`src/rtl/assert_macros.svh`:
```
// Assertion macros shared by the header field line scanner RTL.
// Depends on a clock named clk and an active-low reset named rst_n in scope.
`ifndef ASSERT_MACROS_SVH
`define ASSERT_MACROS_SVH

// Same-cycle implication, checked outside reset.
`define HFLS_ASSERT_IMP(label, ante, cons, msg) \
    label: assert property (@(posedge clk) disable iff (!rst_n) (ante) |-> (cons)) \
        else $error(msg);

// Next-cycle implication, checked outside reset.
`define HFLS_ASSERT_NXT(label, ante, cons, msg) \
    label: assert property (@(posedge clk) disable iff (!rst_n) (ante) |=> (cons)) \
        else $error(msg);

`endif

```
`src/rtl/hfls_pkg.sv`:
```
// Shared types, constants and the byte classifier for the header field line scanner.
// No dependencies.
package hfls_pkg;

    localparam int DEF_MAX_BLOCK_BYTES = 65536;
    localparam int DEF_MAX_FIELDS      = 256;
    localparam int QUEUE_DEPTH         = 2;

    localparam logic [7:0] CHAR_CR    = 8'h0D;
    localparam logic [7:0] CHAR_LF    = 8'h0A;
    localparam logic [7:0] CHAR_COLON = 8'h3A;
    localparam logic [7:0] CHAR_SPACE = 8'h20;
    localparam logic [7:0] CHAR_HT    = 8'h09;

    localparam logic [2:0] EV_READING   = 3'd0;
    localparam logic [2:0] EV_ADDED     = 3'd1;
    localparam logic [2:0] EV_EXTENDED  = 3'd2;
    localparam logic [2:0] EV_SEPARATOR = 3'd3;
    localparam logic [2:0] EV_ERROR     = 3'd4;

    typedef struct packed {
        logic cr;
        logic lf;
        logic colon;
        logic white;
    } hfls_class_t;

    // Fields from the lowest bit up: event_res, field_index, name_offset,
    // name_length, value_offset, value_length, zero pad.
    typedef struct packed {
        logic [4:0]  pad;
        logic [15:0] value_length;
        logic [15:0] value_offset;
        logic [15:0] name_length;
        logic [15:0] name_offset;
        logic [7:0]  field_index;
        logic [2:0]  event_res;
    } hfls_result_t;

    function automatic hfls_class_t hfls_classify(input logic [7:0] b);
        hfls_class_t c;
        c.cr    = (b == CHAR_CR);
        c.lf    = (b == CHAR_LF);
        c.colon = (b == CHAR_COLON);
        c.white = (b == CHAR_SPACE) || ((b >= CHAR_HT) && (b <= CHAR_CR));
        return c;
    endfunction

endpackage

```
`src/rtl/hfls_front.sv`:
```
// Front end: accepts header bytes, classifies them and queues the classes.
// Depends on hfls_pkg and assert_macros.svh.
`include "assert_macros.svh"
module hfls_front (
    input  logic                clk,
    input  logic                rst_n,
    input  logic                in_valid,
    output logic                in_ready,
    input  logic [7:0]          in_byte,
    output logic                q_valid,
    output hfls_pkg::hfls_class_t q_class,
    input  logic                q_pop
);
    import hfls_pkg::*;

    localparam int PTR_W = $clog2(QUEUE_DEPTH);
    localparam int CNT_W = $clog2(QUEUE_DEPTH + 1);

    hfls_class_t            mem_reg [QUEUE_DEPTH];
    logic [PTR_W-1:0]       wr_ptr_reg, wr_ptr_next;
    logic [PTR_W-1:0]       rd_ptr_reg, rd_ptr_next;
    logic [CNT_W-1:0]       count_reg, count_next;
    logic                   push;
    logic                   pop;

    assign in_ready = (count_reg < CNT_W'(QUEUE_DEPTH));
    assign push     = in_valid && in_ready;
    assign q_valid  = (count_reg != '0);
    assign pop      = q_pop && q_valid;
    assign q_class  = mem_reg[rd_ptr_reg];

    always_comb
    begin
        wr_ptr_next = wr_ptr_reg;
        rd_ptr_next = rd_ptr_reg;
        if (push)
        begin
            wr_ptr_next = (wr_ptr_reg == PTR_W'(QUEUE_DEPTH - 1)) ? '0 : wr_ptr_reg + 1'b1;
        end
        if (pop)
        begin
            rd_ptr_next = (rd_ptr_reg == PTR_W'(QUEUE_DEPTH - 1)) ? '0 : rd_ptr_reg + 1'b1;
        end
        count_next = count_reg + CNT_W'(push) - CNT_W'(pop);
    end

    always_ff @(posedge clk or negedge rst_n)
    begin
        if (!rst_n)
        begin
            wr_ptr_reg <= '0;
            rd_ptr_reg <= '0;
            count_reg  <= '0;
        end
        else
        begin
            wr_ptr_reg <= wr_ptr_next;
            rd_ptr_reg <= rd_ptr_next;
            count_reg  <= count_next;
        end
    end

    always_ff @(posedge clk)
    begin
        if (push)
        begin
            mem_reg[wr_ptr_reg] <= hfls_classify(in_byte);
        end
    end

    `HFLS_ASSERT_IMP(a_count_bound, 1'b1, count_reg <= CNT_W'(QUEUE_DEPTH), "queue overfilled")
    `HFLS_ASSERT_IMP(a_pop_nonempty, q_pop, count_reg != '0, "pop from empty queue")
    `HFLS_ASSERT_NXT(a_push_counts, push && !pop, count_reg == $past(count_reg) + 1'b1,
                     "push lost")

endmodule

```
`src/rtl/hfls_back.sv`:
```
// Back end: line scanner state, field bookkeeping and the result register.
// Depends on hfls_pkg and assert_macros.svh.
`include "assert_macros.svh"
module hfls_back #(
    parameter int MAX_BLOCK_BYTES = hfls_pkg::DEF_MAX_BLOCK_BYTES,
    parameter int MAX_FIELDS      = hfls_pkg::DEF_MAX_FIELDS
) (
    input  logic                   clk,
    input  logic                   rst_n,
    input  logic                   q_valid,
    input  hfls_pkg::hfls_class_t  q_class,
    output logic                   q_pop,
    output logic                   out_valid,
    input  logic                   out_ready,
    output hfls_pkg::hfls_result_t out_data
);
    import hfls_pkg::*;

    localparam int PW = $clog2(MAX_BLOCK_BYTES + 1);
    localparam int CW = $clog2(MAX_FIELDS + 1);

    localparam logic [1:0] PH_LINE_START = 2'd0;
    localparam logic [1:0] PH_IN_LINE    = 2'd1;
    localparam logic [1:0] PH_AFTER_CR   = 2'd2;
    localparam logic [1:0] PH_ERROR      = 2'd3;

    logic [1:0]    phase_reg, phase_next;
    logic [PW-1:0] pos_reg, pos_next;
    logic [PW-1:0] line_begin_reg, line_begin_next;
    logic [PW-1:0] colon_pos_reg, colon_pos_next;
    logic          colon_seen_reg, colon_seen_next;
    logic          cont_reg, cont_next;
    logic [CW-1:0] fc_reg, fc_next;
    logic [PW-1:0] last_voff_reg, last_voff_next;
    logic [PW-1:0] last_noff_reg, last_noff_next;
    logic [PW-1:0] last_nlen_reg, last_nlen_next;
    logic          out_valid_reg, out_valid_next;
    hfls_result_t  out_reg, out_next;

    logic          take;
    logic [PW-1:0] pos_inc;
    logic [PW-1:0] voff_new;
    logic          eff_cont;
    logic          eff_seen;
    hfls_result_t  res;

    assign take     = q_valid && (!out_valid_reg || out_ready);
    assign q_pop    = take;
    assign pos_inc  = pos_reg + PW'(1);
    assign voff_new = colon_pos_reg + PW'(1);

    always_comb
    begin
        phase_next      = phase_reg;
        pos_next        = pos_reg;
        line_begin_next = line_begin_reg;
        colon_pos_next  = colon_pos_reg;
        colon_seen_next = colon_seen_reg;
        cont_next       = cont_reg;
        fc_next         = fc_reg;
        last_voff_next  = last_voff_reg;
        last_noff_next  = last_noff_reg;
        last_nlen_next  = last_nlen_reg;
        eff_cont        = cont_reg;
        eff_seen        = colon_seen_reg;
        res             = '0;
        res.event_res   = EV_READING;

        if (take)
        begin
            if (phase_reg == PH_ERROR)
            begin
                res.event_res = EV_ERROR;
            end
            else if (pos_reg >= PW'(MAX_BLOCK_BYTES))
            begin
                phase_next    = PH_ERROR;
                res.event_res = EV_ERROR;
            end
            else if (phase_reg == PH_AFTER_CR)
            begin
                if (!q_class.lf)
                begin
                    phase_next    = PH_ERROR;
                    res.event_res = EV_ERROR;
                end
                else if ((pos_reg - line_begin_reg) == PW'(1))
                begin
                    // empty line: separator, restart the block
                    phase_next      = PH_LINE_START;
                    pos_next        = '0;
                    line_begin_next = '0;
                    colon_pos_next  = '0;
                    colon_seen_next = 1'b0;
                    cont_next       = 1'b0;
                    fc_next         = '0;
                    last_voff_next  = '0;
                    last_noff_next  = '0;
                    last_nlen_next  = '0;
                    res.event_res   = EV_SEPARATOR;
                end
                else
                begin
                    pos_next   = pos_inc;
                    phase_next = PH_LINE_START;
                    if (cont_reg)
                    begin
                        if (fc_reg == '0)
                        begin
                            phase_next    = PH_ERROR;
                            res.event_res = EV_ERROR;
                        end
                        else
                        begin
                            res.event_res    = EV_EXTENDED;
                            res.field_index  = 8'(fc_reg - CW'(1));
                            res.name_offset  = 16'(last_noff_reg);
                            res.name_length  = 16'(last_nlen_reg);
                            res.value_offset = 16'(last_voff_reg);
                            res.value_length = 16'(pos_inc - last_voff_reg);
                        end
                    end
                    else if (!colon_seen_reg || (fc_reg >= CW'(MAX_FIELDS)))
                    begin
                        phase_next    = PH_ERROR;
                        res.event_res = EV_ERROR;
                    end
                    else
                    begin
                        last_noff_next   = line_begin_reg;
                        last_nlen_next   = colon_pos_reg - line_begin_reg;
                        last_voff_next   = voff_new;
                        fc_next          = fc_reg + CW'(1);
                        res.event_res    = EV_ADDED;
                        res.field_index  = 8'(fc_reg);
                        res.name_offset  = 16'(line_begin_reg);
                        res.name_length  = 16'(colon_pos_reg - line_begin_reg);
                        res.value_offset = 16'(voff_new);
                        res.value_length = 16'(pos_inc - voff_new);
                    end
                end
            end
            else
            begin
                if (phase_reg == PH_LINE_START)
                begin
                    line_begin_next = pos_reg;
                    colon_seen_next = 1'b0;
                    colon_pos_next  = '0;
                    cont_next       = q_class.white;
                    eff_cont        = q_class.white;
                    eff_seen        = 1'b0;
                end
                if (q_class.cr)
                begin
                    phase_next = PH_AFTER_CR;
                end
                else
                begin
                    phase_next = PH_IN_LINE;
                    // only the first colon of a field line counts
                    if (q_class.colon && !eff_cont && !eff_seen)
                    begin
                        colon_seen_next = 1'b1;
                        colon_pos_next  = pos_reg;
                    end
                end
                pos_next = pos_inc;
            end
        end
    end

    always_comb
    begin
        out_valid_next = out_valid_reg;
        out_next       = out_reg;
        if (take)
        begin
            out_valid_next = 1'b1;
            out_next       = res;
        end
        else if (out_ready)
        begin
            out_valid_next = 1'b0;
        end
    end

    always_ff @(posedge clk or negedge rst_n)
    begin
        if (!rst_n)
        begin
            phase_reg      <= PH_LINE_START;
            pos_reg        <= '0;
            line_begin_reg <= '0;
            colon_pos_reg  <= '0;
            colon_seen_reg <= 1'b0;
            cont_reg       <= 1'b0;
            fc_reg         <= '0;
            last_voff_reg  <= '0;
            last_noff_reg  <= '0;
            last_nlen_reg  <= '0;
            out_valid_reg  <= 1'b0;
        end
        else
        begin
            phase_reg      <= phase_next;
            pos_reg        <= pos_next;
            line_begin_reg <= line_begin_next;
            colon_pos_reg  <= colon_pos_next;
            colon_seen_reg <= colon_seen_next;
            cont_reg       <= cont_next;
            fc_reg         <= fc_next;
            last_voff_reg  <= last_voff_next;
            last_noff_reg  <= last_noff_next;
            last_nlen_reg  <= last_nlen_next;
            out_valid_reg  <= out_valid_next;
        end
    end

    always_ff @(posedge clk)
    begin
        out_reg <= out_next;
    end

    assign out_valid = out_valid_reg;
    assign out_data  = out_reg;

    `HFLS_ASSERT_NXT(a_error_sticky, phase_reg == PH_ERROR, phase_reg == PH_ERROR,
                     "error phase left")
    `HFLS_ASSERT_IMP(a_error_event_phase, out_valid_reg && (out_reg.event_res == EV_ERROR),
                     phase_reg == PH_ERROR, "error reported without error phase")
    `HFLS_ASSERT_IMP(a_pos_bound, 1'b1, pos_reg <= PW'(MAX_BLOCK_BYTES),
                     "position beyond block limit")
    `HFLS_ASSERT_IMP(a_fc_bound, 1'b1, fc_reg <= CW'(MAX_FIELDS), "field count beyond limit")

endmodule

```
`src/rtl/header_field_line_scanner.sv`:
```
// Header field line scanner: one event per header byte over stream ports.
// Each accepted byte's class is written into the queue, and its result then into the result register.
// Throughput: one byte per cycle while results are taken, set by the scanner update in the back end.
// A two-entry queue separates byte intake from the scanner; the result register holds
// a stalled result while the queue takes up to two more bytes. Reset (rst_n low, asynchronous)
// clears the queue, all scanner state and the result valid; no clearing pass is needed.
module header_field_line_scanner #(
    parameter int MAX_BLOCK_BYTES = hfls_pkg::DEF_MAX_BLOCK_BYTES,
    parameter int MAX_FIELDS      = hfls_pkg::DEF_MAX_FIELDS
) (
    input  logic        clk,
    input  logic        rst_n,
    input  logic        s_axis_tvalid,
    output logic        s_axis_tready,
    input  logic [7:0]  s_axis_tdata,   // [7:0] header_byte
    output logic        m_axis_tvalid,
    input  logic        m_axis_tready,
    output logic [79:0] m_axis_tdata    // [2:0] event_res, [10:3] field_index,
                                        // [26:11] name_offset, [42:27] name_length,
                                        // [58:43] value_offset, [74:59] value_length,
                                        // [79:75] zero
);
    import hfls_pkg::*;

    logic         q_valid;
    hfls_class_t  q_class;
    logic         q_pop;
    hfls_result_t out_data;

    hfls_front u_front (
        .clk      (clk),
        .rst_n    (rst_n),
        .in_valid (s_axis_tvalid),
        .in_ready (s_axis_tready),
        .in_byte  (s_axis_tdata),
        .q_valid  (q_valid),
        .q_class  (q_class),
        .q_pop    (q_pop)
    );

    hfls_back #(
        .MAX_BLOCK_BYTES (MAX_BLOCK_BYTES),
        .MAX_FIELDS      (MAX_FIELDS)
    ) u_back (
        .clk       (clk),
        .rst_n     (rst_n),
        .q_valid   (q_valid),
        .q_class   (q_class),
        .q_pop     (q_pop),
        .out_valid (m_axis_tvalid),
        .out_ready (m_axis_tready),
        .out_data  (out_data)
    );

    assign m_axis_tdata = out_data;

endmodule

```
`config.mk`:
```
export PLATFORM = sky130hd
export DESIGN_NAME = header_field_line_scanner
export DESIGN_NICKNAME = d
export VERILOG_FILES = /design/src/rtl/hfls_pkg.sv /design/src/rtl/hfls_front.sv /design/src/rtl/hfls_back.sv /design/src/rtl/header_field_line_scanner.sv
export VERILOG_INCLUDE_DIRS = /design/src /design/src/rtl
export SDC_FILE = /design/constraint.sdc
export NUM_CORES = 1
export LEC_CHECK = 0
export BUFFER_PORTS_ARGS = -buffer_cell sky130_fd_sc_hd__buf_2
export CAP_MARGIN = 0
export CORE_UTILIZATION = 45
export DETAILED_ROUTE_END_ITERATION = 10
export PLACE_DENSITY_LB_ADDON = 0.12
export SYNTH_ARGS = -nofsm -noshare
export SYNTH_HDL_FRONTEND = slang
export SYNTH_SLANG_ARGS = --single-unit
```
`constraint.sdc`:
```
create_clock -name clk -period 6.17 [get_ports clk]
set_input_delay 0.9255 -clock clk [delete_from_list [all_inputs] [get_ports clk]]
set_output_delay 0.9255 -clock clk [all_outputs]
set_load 0.02 [all_outputs]
```
==> summary.md <==
| Metric | Value |
|---|---|
| Share of layout cells above drive strength 1 | around 12% |
| Worst skew pair latency | 0.44 ns |
| CTS tree | built |
| Worst setup EP type | flip-flop |
| Antenna fix cells | 0 |
| Worst-path clk slew | 0.08 ns |
| Outcome | finished, final reports clean |
| Vias in the first global route | ~8800 |
| Maxcap violations | 0 |
| Antenna viol nets, final | 0 |
| Clock Power Share | 34.5% |
| Synth cell types | 74 |
| Switching power | 0.00106 W |
| Max FO, Critical Path | 37 |
| Slew @ Worst Pin | 1.17 ns |
| Arr. time, crit path | 4.87 ns |
| Hold Path Class | reg2reg |
| Setup CP Type | reg2reg |
| Area growth from synthesis to layout | 11.6% |
| Rel. slew slack | 21.9% |
| Multi-input logic area | 6030 um2 |
| M1 wire length | 14700 um |
| # clock sinks | approximately 200 |
| Static Leak | approximately 5.4 nW |
| DIE WIDTH | 164 um |
| Mapped Area | 11900 um2 |
| Largest net degree at the start of global routing | 76 |
| Register area | 5400 um2 |
| Largest register FFs | 75 |
| Overall routing resource usage | 23.4% |
| # IOs | 94 |
| Tot Pwr | 0.00348 W |
| Avg Cell Area, Syn | 9.95 um2 |
| Setup TNS | 0 ns |
| Filler cell count | around 2400 |
| Initial DRC Count | 778 |
| Most frequent cells in the layout | nor2_1 (136), dfrtp_1 (116), buf_2 (87) |
| Port-buffer cells | 88 |
| Effective utilization at floorplan | 45.6% |
| Post-synthesis sequential area ratio | 45.5% |
| Maximum clock path buffer count | 2 |
| Worst slack at placement | 1.47 ns |
| CTS buffer count | 17 |
| Residual DRC count | 0 |
| Yosys warns | 0 |
| Sw Share | 30.5% |
| Hold Buf Count CTS | 0 |
| First drt pass iteration count | 6 |
| DR WL/cell | 19.0 um |
| Finished Cell Area | between 10000 and 15000 um2 |
| Via/cell ratio | 5.88 |
| Worst endpoint required time | 6.34 ns |
| CTS resizes | 0 |
| Core Area | about 26000 um2 |
| Fin crit period | roughly 4.7 ns |
| Hold Violations, Final | 0 |
| DP HPWL | 21800 um |
| Cell internal pwr | around 0.0024 W |
| RSZ-0062 raised after global routing | no |
| Metal3 WL | 1450 um |
| H-Tree Level Count | 4 |
| Logic pwr share | roughly 17% |
| Asr flop ratio synth | between 50% and 60% |
| Antenna violations before repair | 0 |
| # rows | 59 |
| Setup Fix Bufs, Post-CTS | 0 |
| Placed Area | 12600 um2 |
| Total number of vias | 9423 |
| Post-Syn Instances | 1192 |
| Grt ovf | 0 |
| Nets@finish | 1339 |
| Sequential share of power | 48.3% |
| Count of final setup violators | 0 |
| Slew Viols, Final | 0 |
| CP startpoint kind | flip-flop |
| Die Y-Extent | 164 um |
| Ys flop type | dfrtp_1 |
| PD cells | between 200 and 300 nW/um2 |
| EDFF count, synth | slightly above 80 |
| Worst IR Drop VDD | 0.000168 V |
| Routability Congestion | 0.908 |
| Final Skew | 0.0140 ns |
| Commonest non-fill, non-tap cell in the layout | nor2_1 |
| Maximum clock rate | ~210 MHz |
| Final wirelength | between 30000 and 40000 um |
| Root Driver | clkbuf_16 |
| DR WL met2 | approximately 14000 um |
| Max Used Layer | met4 |
| Die area | 27000 um2 |
| Final worst path period share | 76.1% |
| First-pass GRT wire length | 48900 um |
| #FFs+latches synth | 199 |
| Final worst setup slack | 1.48 ns |
==> worst max-delay path, stage by stage, from the launching register on <==
cell,delay [ns]
dfrtp_1,0.52
inv_1,0.11
ha_1,0.23
fa_1,0.55
nand2b_1,0.05
or4_1,0.56
nor3_1,0.18
o2111ai_1,0.12
a2111o_1,0.44
nor4_4,0.23
nand3b_4,0.18
nand2_2,0.67
buf_4,0.48
nor2_1,0.10
==> through the flow <==
step	hold slack, ns	std cells	utilization (%)
final	0.490	1603	50.9
after global routing	0.524	1603	50.9
after CTS	0.490	1603	50.9
after detailed placement	0.475	1571	48.5
after global placement	0.472	1571	48.5
after floorplan	0.455	1196	-
==> Yosys cell counts (5+ instances only) <==
master | n | area (um2)
nand3b_1 | 6 | 45.0
clkbuf_1 | 52 | 195
nand3_1 | 39 | 195
dfrtp_1 | 116 | 2900
and3_1 | 20 | 125
a21oi_1 | 69 | 345
edfxtp_1 | 83 | 2490
buf_4 | 5 | 37.5
a31o_2 | 6 | 52.6
a31oi_1 | 8 | 50.1
mux2i_1 | 10 | 100
a22oi_1 | 42 | 315
nor2b_1 | 12 | 75.1
o31a_1 | 5 | 43.8
inv_1 | 58 | 218
o21a_1 | 12 | 90.1
a22o_1 | 67 | 587
ha_1 | 68 | 851
nor2_1 | 137 | 514
o211ai_1 | 5 | 37.5
a21o_1 | 12 | 90.1
o2bb2ai_1 | 14 | 123
or2_2 | 5 | 31.3
xnor2_1 | 40 | 350
o21bai_1 | 6 | 45.0
xor2_1 | 37 | 324
or3_1 | 12 | 75.1
nand4_1 | 7 | 43.8
nand2_1 | 63 | 236
o21ai_0 | 38 | 190
nor3b_1 | 9 | 67.6
and2_1 | 5 | 31.3
nor4_1 | 8 | 50.1
nor3_1 | 32 | 160
nand2b_1 | 12 | 75.1
==> area by class of cell <==
type	count	share of cell area [%]
Clock buffer	19	3.35
Sequential cell	199	40.8
Inverter	58	1.65
Tap cell	335	3.17
Clock inverter	13	1.37
Timing Repair Buffer	101	4.09
Multi-Input combinational cell	878	45.6
==> power by group through the flow <==
stage	logic [W]	registers [W]	clock network, W
floorplan	0.000157	0.00195	0
global placement	0.000602	0.00171	0
detailed placement	0.000612	0.00171	0
CTS	0.000612	0.00169	0.00122
global route	0.000659	0.00171	0.00126
finish	0.000597	0.00168	0.00120
==> cell families after synthesis <==
logic type / share of synthesized area, %
flops: 45.5
other cells: 0.0316
xor+xnor: 5.69
fa+ha+maj: 7.85
simple gates: 15.5
buf+inv: 4.05
compound gates: 20.2
mux: 1.13
==> metal layers <==
layer / vias to the layer above / global-route usage [%]
met1: 4615 / 33.6
li1: 4518 / -
met3: 21 / 3.46
met5: - / 0
met4: 0 / 5.26
met2: 269 / 37.3
==> worst paths after layout <==
check,from,to,slack (ns),cells past startpoint
worst min register to register,u_front.wr_ptr_reg,u_front.wr_ptr_reg,0.49,1
min in group asynchronous,rst_n,u_back.fc_reg[5],0.61,1
max in group asynchronous,rst_n,u_back.colon_pos_reg[1],4.28,2
worst max-delay path,u_back.pos_reg[0],u_back.out_data[71],1.48,13
worst min-delay path,u_front.wr_ptr_reg,u_front.wr_ptr_reg,0.49,1
worst max register to register,u_back.pos_reg[0],u_back.out_data[71],1.48,13
(Power assumes the default switching activity.)
